### src/hw/rtl/declaration_keyword_tagger_assert.svh
// Assertion macros shared by the declaration keyword tagger.
`ifndef DECLARATION_KEYWORD_TAGGER_ASSERT_SVH
`define DECLARATION_KEYWORD_TAGGER_ASSERT_SVH

// Same-cycle implication, checked out of reset.
`define DKT_ASSERT_NOW(label, ante, cons) \
  label: assert property (@(posedge clk) disable iff (!rst_n) (ante) |-> (cons)) \
    else $error("dkt assertion failed");

// Next-cycle implication, checked out of reset.
`define DKT_ASSERT_NEXT(label, ante, cons) \
  label: assert property (@(posedge clk) disable iff (!rst_n) (ante) |=> (cons)) \
    else $error("dkt assertion failed");

`endif

### src/hw/rtl/dkt_pkg.sv
// Package with the keyword tables, scanner phases and shared structs.
package dkt_pkg;

  localparam int NumWords  = 8;
  localparam int WordChars = 9;

  typedef enum logic [2:0] {
    PH_LEAD   = 3'd0,
    PH_MATCH  = 3'd1,
    PH_GAP    = 3'd2,
    PH_NAME   = 3'd3,
    PH_IGNORE = 3'd4
  } phase_t;

  localparam logic [2:0] KIND_MODIFIER = 3'd7;
  localparam logic [7:0] CHAR_NEWLINE  = 8'd10;

  localparam logic [8*WordChars-1:0] WORD_TEXT [NumWords] = '{
    "var      ", "function ", "class    ", "enum     ",
    "public   ", "static   ", "interface", "typedef  "
  };
  localparam logic [3:0] WORD_LEN [NumWords] = '{
    4'd3, 4'd8, 4'd5, 4'd4, 4'd6, 4'd6, 4'd9, 4'd7
  };
  localparam logic [2:0] WORD_KIND [NumWords] = '{
    3'd3, 3'd0, 3'd1, 3'd2, KIND_MODIFIER, KIND_MODIFIER, 3'd4, 3'd5
  };

  typedef struct packed {
    logic [2:0] tag_kind;
    logic [7:0] name_char;
    logic       last_of_name;
  } dkt_res_t;

  typedef struct packed {
    phase_t phase;
    logic   held_valid;
  } dkt_scan_sts_t;

  typedef struct packed {
    logic out_full;
    logic skid_full;
  } dkt_buf_sts_t;

  function automatic logic [7:0] word_char(input logic [2:0] k, input logic [3:0] pos);
    logic [3:0] ofs;
    ofs = 4'(WordChars - 1) - pos;
    if (pos > 4'(WordChars - 1)) begin
      return 8'd0;
    end
    return WORD_TEXT[k][{ofs, 3'b000} +: 8];
  endfunction

  function automatic logic is_blank(input logic [7:0] c);
    return (c == 8'd32) || (c >= 8'd9 && c <= 8'd13);
  endfunction

  function automatic logic is_ident(input logic [7:0] c);
    return (c >= "0" && c <= "9") || (c >= "A" && c <= "Z") ||
           (c >= "a" && c <= "z") || (c == "_");
  endfunction

endpackage

### src/hw/rtl/dkt_scanner.sv
// Line scanner: keyword matching, name capture and the one-character hold.
module dkt_scanner import dkt_pkg::*; (
  input  logic          clk,
  input  logic          rst_n,
  input  logic          acc,
  input  logic          in_mode,
  input  logic [7:0]    in_char,
  input  logic [5:0]    kind_enable,
  output logic          push,
  output dkt_res_t      res,
  output dkt_scan_sts_t sts
);

  phase_t     phase_r, phase_nxt;
  logic [7:0] cand_r, cand_nxt;
  logic [3:0] pos_r, pos_nxt;
  logic [2:0] kind_r, kind_nxt;
  logic [7:0] held_r, held_nxt;
  logic       hv_r, hv_nxt;

  always_ff @(posedge clk) begin
    if (!rst_n) begin
      phase_r <= PH_LEAD;
      cand_r  <= '1;
      pos_r   <= '0;
      kind_r  <= '0;
      held_r  <= '0;
      hv_r    <= 1'b0;
    end else begin
      phase_r <= phase_nxt;
      cand_r  <= cand_nxt;
      pos_r   <= pos_nxt;
      kind_r  <= kind_nxt;
      held_r  <= held_nxt;
      hv_r    <= hv_nxt;
    end
  end

  always_comb begin
    logic       line_start;
    logic       blank;
    logic       ident;
    logic [7:0] first;
    logic [7:0] keep;
    logic       done;
    logic [2:0] done_idx;
    logic [2:0] done_kind;
    phase_nxt  = phase_r;
    cand_nxt   = cand_r;
    pos_nxt    = pos_r;
    kind_nxt   = kind_r;
    held_nxt   = held_r;
    hv_nxt     = hv_r;
    push       = 1'b0;
    res        = '{tag_kind: kind_r, name_char: held_r, last_of_name: 1'b0};
    line_start = 1'b0;
    blank      = is_blank(in_char);
    ident      = is_ident(in_char);
    first      = '0;
    keep       = '0;
    done       = 1'b0;
    done_idx   = '0;
    for (int k = 0; k < NumWords; k++) begin
      first[k] = (word_char(3'(k), 4'd0) == in_char);
      if (cand_r[k]) begin
        if (pos_r < WORD_LEN[k]) begin
          keep[k] = (word_char(3'(k), pos_r) == in_char);
        end else if (pos_r == WORD_LEN[k] && blank) begin
          done     = 1'b1;
          done_idx = 3'(k);
        end
      end
    end
    done_kind = WORD_KIND[done_idx];
    if (acc) begin
      if (in_mode) begin
        push             = hv_r;
        res.last_of_name = 1'b1;
        line_start       = 1'b1;
      end else if (in_char == CHAR_NEWLINE) begin
        push             = (phase_r == PH_NAME) && hv_r;
        res.last_of_name = 1'b1;
        line_start       = 1'b1;
      end else begin
        case (phase_r)
          PH_LEAD: begin
            if (!blank) begin
              if (first != '0) begin
                cand_nxt  = first;
                pos_nxt   = 4'd1;
                phase_nxt = PH_MATCH;
              end else begin
                phase_nxt = PH_IGNORE;
              end
            end
          end
          PH_MATCH: begin
            if (done) begin
              if (done_kind == KIND_MODIFIER) begin
                line_start = 1'b1;
              end else begin
                kind_nxt  = done_kind;
                pos_nxt   = '0;
                phase_nxt = kind_enable[done_kind] ? PH_GAP : PH_IGNORE;
              end
            end else if (keep != '0) begin
              cand_nxt = keep;
              pos_nxt  = pos_r + 4'd1;
            end else begin
              phase_nxt = PH_IGNORE;
            end
          end
          PH_GAP: begin
            if (ident) begin
              held_nxt  = in_char;
              hv_nxt    = 1'b1;
              phase_nxt = PH_NAME;
            end else if (!blank) begin
              phase_nxt = PH_IGNORE;
            end
          end
          PH_NAME: begin
            push = hv_r;
            if (ident) begin
              held_nxt = in_char;
              hv_nxt   = 1'b1;
            end else begin
              res.last_of_name = 1'b1;
              held_nxt         = '0;
              hv_nxt           = 1'b0;
              phase_nxt        = PH_IGNORE;
            end
          end
          default: begin
          end
        endcase
      end
    end
    if (line_start) begin
      phase_nxt = PH_LEAD;
      cand_nxt  = '1;
      pos_nxt   = '0;
      held_nxt  = '0;
      hv_nxt    = 1'b0;
    end
  end

  assign sts = '{phase: phase_r, held_valid: hv_r};

endmodule

### src/hw/rtl/dkt_out_skid.sv
// Result register with a skid stage so the input side keeps moving.
module dkt_out_skid import dkt_pkg::*; (
  input  logic         clk,
  input  logic         rst_n,
  input  logic         push,
  input  dkt_res_t     push_res,
  input  logic         out_ready,
  output logic         out_valid,
  output dkt_res_t     out_res,
  output logic         room,
  output dkt_buf_sts_t sts
);

  logic     out_valid_r, out_valid_nxt;
  logic     skid_valid_r, skid_valid_nxt;
  dkt_res_t out_res_r, out_res_nxt;
  dkt_res_t skid_res_r, skid_res_nxt;

  always_ff @(posedge clk) begin
    if (!rst_n) begin
      out_valid_r  <= 1'b0;
      skid_valid_r <= 1'b0;
    end else begin
      out_valid_r  <= out_valid_nxt;
      skid_valid_r <= skid_valid_nxt;
    end
    out_res_r  <= out_res_nxt;
    skid_res_r <= skid_res_nxt;
  end

  always_comb begin
    out_valid_nxt  = out_valid_r;
    skid_valid_nxt = skid_valid_r;
    out_res_nxt    = out_res_r;
    skid_res_nxt   = skid_res_r;
    if (!out_valid_r || out_ready) begin
      if (skid_valid_r) begin
        out_valid_nxt  = 1'b1;
        out_res_nxt    = skid_res_r;
        skid_valid_nxt = push;
        skid_res_nxt   = push_res;
      end else begin
        out_valid_nxt = push;
        out_res_nxt   = push_res;
      end
    end else if (push) begin
      skid_valid_nxt = 1'b1;
      skid_res_nxt   = push_res;
    end
  end

  assign out_valid = out_valid_r;
  assign out_res   = out_res_r;
  assign room      = !skid_valid_r;
  assign sts       = '{out_full: out_valid_r, skid_full: skid_valid_r};

endmodule

### src/hw/rtl/declaration_keyword_tagger.sv
// Each result is registered, in the result register or in the skid stage.
// Throughput: one item per cycle while in_ready is high; the scanner state updates at every accepted item.
// in_ready drops only while both the result register and the skid stage hold results.
// Reset (rst_n low, synchronous) clears the scanner to line start, empties both
// output stages and sets kind_enable to all kinds enabled.
module declaration_keyword_tagger import dkt_pkg::*; (
  input  logic       clk,
  input  logic       rst_n,
  input  logic       in_valid,
  output logic       in_ready,
  input  logic       in_mode,
  input  logic [7:0] in_char_byte,
  output logic       out_valid,
  input  logic       out_ready,
  output logic [2:0] out_tag_kind,
  output logic [7:0] out_name_char,
  output logic       out_last_of_name,
  input  logic       cfg_valid,
  output logic       cfg_ready,
  input  logic [5:0] cfg_data
);

  `include "declaration_keyword_tagger_assert.svh"

  logic [5:0]    kind_enable_r;
  logic [5:0]    kind_enable_nxt;
  logic          acc;
  logic          push;
  dkt_res_t      scan_res;
  dkt_res_t      out_res;
  dkt_scan_sts_t scan_sts;
  dkt_buf_sts_t  buf_sts;

  assign cfg_ready       = 1'b1;
  assign kind_enable_nxt = (cfg_valid && cfg_ready) ? cfg_data : kind_enable_r;

  always_ff @(posedge clk) begin
    if (!rst_n) begin
      kind_enable_r <= 6'h3F;
    end else begin
      kind_enable_r <= kind_enable_nxt;
    end
  end

  assign acc = in_valid && in_ready;

  dkt_scanner u_scanner (
    .clk         (clk),
    .rst_n       (rst_n),
    .acc         (acc),
    .in_mode     (in_mode),
    .in_char     (in_char_byte),
    .kind_enable (kind_enable_r),
    .push        (push),
    .res         (scan_res),
    .sts         (scan_sts)
  );

  dkt_out_skid u_out_skid (
    .clk       (clk),
    .rst_n     (rst_n),
    .push      (push),
    .push_res  (scan_res),
    .out_ready (out_ready),
    .out_valid (out_valid),
    .out_res   (out_res),
    .room      (in_ready),
    .sts       (buf_sts)
  );

  assign out_tag_kind     = out_res.tag_kind;
  assign out_name_char    = out_res.name_char;
  assign out_last_of_name = out_res.last_of_name;

  `DKT_ASSERT_NOW(a_skid_behind_out, buf_sts.skid_full, buf_sts.out_full)
  `DKT_ASSERT_NOW(a_name_has_held, scan_sts.phase == PH_NAME, scan_sts.held_valid)
  `DKT_ASSERT_NEXT(a_flush_to_lead, acc && in_mode,
                   scan_sts.phase == PH_LEAD && !scan_sts.held_valid)
  `DKT_ASSERT_NOW(a_push_has_room, push, in_ready)

endmodule
### config.mk
export PLATFORM = sky130hd
export DESIGN_NAME = declaration_keyword_tagger
export DESIGN_NICKNAME = d
export VERILOG_FILES = /design/src/hw/rtl/dkt_pkg.sv /design/src/hw/rtl/dkt_scanner.sv /design/src/hw/rtl/dkt_out_skid.sv /design/src/hw/rtl/declaration_keyword_tagger.sv
export VERILOG_INCLUDE_DIRS = /design/src /design/src/hw/rtl
export SDC_FILE = /design/constraint.sdc
export NUM_CORES = 1
export LEC_CHECK = 0
export BUFFER_PORTS_ARGS = -buffer_cell sky130_fd_sc_hd__buf_4
export CORE_ASPECT_RATIO = 0.5
export CORE_MARGIN = 10
export CORE_UTILIZATION = 56
export DETAILED_ROUTE_END_ITERATION = 6
export GPL_TIMING_DRIVEN = 1
export PLACE_DENSITY = 0.78
export SYNTH_ARGS = -nofsm -noshare
export SYNTH_HDL_FRONTEND = slang
export SYNTH_SLANG_ARGS = --single-unit
export TNS_END_PERCENT = 5
### constraint.sdc
create_clock -name clk -period 4.7 [get_ports clk]
set_clock_uncertainty 0.15 [all_clocks]
set_input_delay 0.235 -clock clk [delete_from_list [all_inputs] [get_ports clk]]
set_output_delay 0.235 -clock clk [all_outputs]
set_load 0.01 [all_outputs]
==> metrics.md <==
| Metric | Value |
|---|---|
| Total CTS buffers | `9` |
| Crit path largest cell delay | `0.67 ns` |
| Post-DP HPWL | `11.32 mm` |
| Tightest Pin Transition | `0.8938 ns` |
| ANT nets after route | `0` |
| Leak | `2.175 nW` |
| Cell type with the largest total area after synthesis | `edfxtp_1` |
| Leading cell types by total area after synthesis | `edfxtp_1, dfxtp_1, nor2_1, mux2i_1, nand2_1` |
| Fin crit period | `4.233 ns` |
| Fin crit share | `0.9007` |
| Drt via density | `6.789` |
| Critical Path RT | `4.80 ns` |
| Post-synth EDFFs | `24` |
| Synthesis warning total | `0` |
| Adder-cell area share of the yosys netlist | `0.03393` |
| RSZ-0062 raised after global routing | `no` |
| Row cnt | `23` |
| #FFs+latches synth | `59` |
| WL per Instance | `22.27 um` |
| Root Buffer | `clkbuf_16` |
| Type of origin of the critical path | `flop` |
| Critical path class | `reg2reg` |
| Diodes inserted | `0` |
| Most frequent cell after synthesis | `nor2_1` |
| Crit path max-delay family | `simple AND/OR/NAND/NOR gates` |
| Final WL | `16.03 mm` |
| Grt ovf | `0` |
| Mapped Avg Cell Area | `8.152 um2` |
| Die height | `85.42 um` |
| CTS Buffer Depth | `2` |
| Fmax achieved | `0.2362 GHz` |
| First-pass GRT wire length | `25.31 mm` |
| Maxcap violations | `0` |
| PostCTS Resize Cnt | `0` |
| Setup TNS | `0 ns` |
| Fillers | `660` |
| Critical Path Most Common Cell | `or4_1` |
| Peak supply drop | `0.2998 mV` |
| Die Area | `12880 um2` |
| IO buf count | `33` |
| # clock sinks | `59` |
| Synth Flop Type | `dfxtp_1` |
| Share of cells above drive strength 1 | `0.1414` |
| Core area | `8173 um2` |
| Largest net degree at the start of global routing | `36` |
| Vias in the first global route | `4579` |
| Clock slew at reported path FFs | `0.06 ns` |
| # nets final | `636` |
| Post-synthesis compound-gate area fraction | `0.2579` |
| CP Cell Sequence | `inv_1 -> ha_1 -> buf_4 -> or4b_1 -> or4_1 -> and3_1 -> o2111ai_1 -> nor4_1 -> or2_1 -> or4_1 -> o21ai_4 -> mux2i_1` |
| Final setup violation count | `0` |
| DR pass1 iterations | `5` |
| Hold Path Class | `in2reg` |
| Clk_lat worst skew | `0.33 ns` |
| Ports | `35` |
| Synth Area in XOR/XNOR | `0.03289` |
| Mapped Nets | `621` |
| Area of the mapped netlist | `4793 um2` |
| Sequential element share of the synthesized area | `0.2965` |
| CP max stage cell | `or4b_1` |
| TritonCTS clock tree | `built` |
| Status | `completed` |
| Crit end category | `flop` |
| Largest family of logic cells by synthesized area | `compound AO/OA/AOI/OAI gates` |
| Synth top cells by count | `nor2_1, nand2_1, dfxtp_1, a21oi_1` |
| Iter 0 DRT Violations | `618` |
| Final Util | `0.6656` |
| DR vias | `4888` |
| Multiplexer share of the synthesized area | `0.06578` |
| Post-synth cell types | `82` |
| Synth Area in Simple Gates | `0.2569` |
| PD cells | `251.9 nW/um2` |
| Final Wtd Congestion | `1.033` |
| Total GRT Usage | `0.2434` |
| DR DRC count | `0` |
| Area Overhead vs Synth | `13.50%` |
| Final hold violations | `0` |
| Async S/R FF share, synth | `0` |
| CP Buf/Inv Count | `2` |
| Initial antenna violation count | `0` |
| Arrival @ worst endpoint | `4.34 ns` |
| Synth Instances | `588` |
| Share of the synthesized area in the top cell type | `0.1504` |
| Initial Utilization | `0.5865` |
| Die X | `150.8 um` |
| Worst-path fanout max | `23` |
| # H-tree levels | `3` |
| Rel. slew slack | `0.4040` |
| Final Max Tran Viols | `0` |
==> layout make-up <==
type,instances,area (um2),area share
clock inverter,6,63.81,0.01173
multi-input combinational,463,3110,0.5718
timing repair buffer,50,390.4,0.07176
clock buffer,10,239.0,0.04393
sequential,59,1421,0.2613
tap,112,140.1,0.02576
inverter,20,75.07,0.01380
==> stage by stage <==
step	power [W]	area (um2)	hold WS (ns)	worst slack, ns	instances
floorplan	0.0006589	4796	0.2134	0.07490	588
global placement	0.0007075	5077	0.2869	0.6296	698
detailed placement	0.0007075	5077	0.2855	0.5656	698
CTS	0.001363	5440	0.01061	0.5501	720
global route	0.001405	5440	0.01029	0.3143	720
finish	0.001370	5440	0.006172	0.4669	720
==> sequential cells by signal, indices dropped and copies added (netlist names), 3 cells and up <==
name and cells:
u_scanner.phase_r 3, u_scanner.kind_r 3, u_scanner.pos_r 4, u_out_skid.out_res 12, kind_enable_r 6, u_scanner.held_r 8
u_scanner.cand_r 8, u_out_skid.skid_res_r 12
==> worst reg2reg max path: cells and delay by family (launching register included) <==
| family | cells | cell delay, ns |
|---|---|---|
| compound gates | 2 | 0.50 |
| fa+ha+maj | 1 | 0.20 |
| buf+inv | 2 | 0.38 |
| flops | 1 | 0.31 |
| mux | 1 | 0.23 |
| simple gates | 6 | 2.39 |
==> power breakdown <==
group	leakage, nW	internal [W]	total [W]	switching, W
sequential	0.559	0.000535	0.000541	0.00000566
clock	0.145	0.000424	0.000662	0.000238
combinational	1.47	0.0000615	0.000167	0.000106
==> metal layers <==
metal,up-vias,routed length (um),part of all wire,track usage
met5,-,0,0,0
met4,0,384,0.024,0.07472
met3,43,1566,0.098,0.06462
met2,290,7064,0.44,0.3807
met1,2308,7019,0.44,0.3205
li1,2247,-,-,-
==> worst paths after layout <==
path,from,end,slack [ns],cells past startpoint
hold reg to reg,u_scanner.kind_r[2],u_out_skid.skid_res_r[11],0.31,0
hold / removal,rst_n,kind_enable_r[0],0.006,2
setup / recovery,u_scanner.pos_r[1],u_scanner.cand_r[3],0.47,12
setup reg to reg,u_scanner.pos_r[1],u_scanner.cand_r[3],0.47,12
==> cell families (layout without fill, tap and decap cells) <==
group / count (synthesis) / count (layout)
fa+ha+maj: 13 / 13
buf+inv: 66 / 86
xor+xnor: 18 / 18
flops: 59 / 59
mux: 30 / 30
other cells: 1 / 1
simple gates: 230 / 230
compound gates: 171 / 171
==> cells in the final DEF, fill, tap and decap left out, types with 14 or more instances in the layout <==
master,count
nor2_1,65
nand2_1,45
buf_4,44
dfxtp_1,35
a21oi_1,29
o21ai_0,25
edfxtp_1,24
inv_1,18
mux2i_1,18
nor3_1,17
nand3_1,14
==> repair_timing <==
action	4_1_cts	5_1_grt
hold buffers	6	0
setup endpoints to repair	0	0
endpoints found under the hold margin	6	0
buffers inserted	0	0
Note: power is estimated with default switching activity, not from simulation.
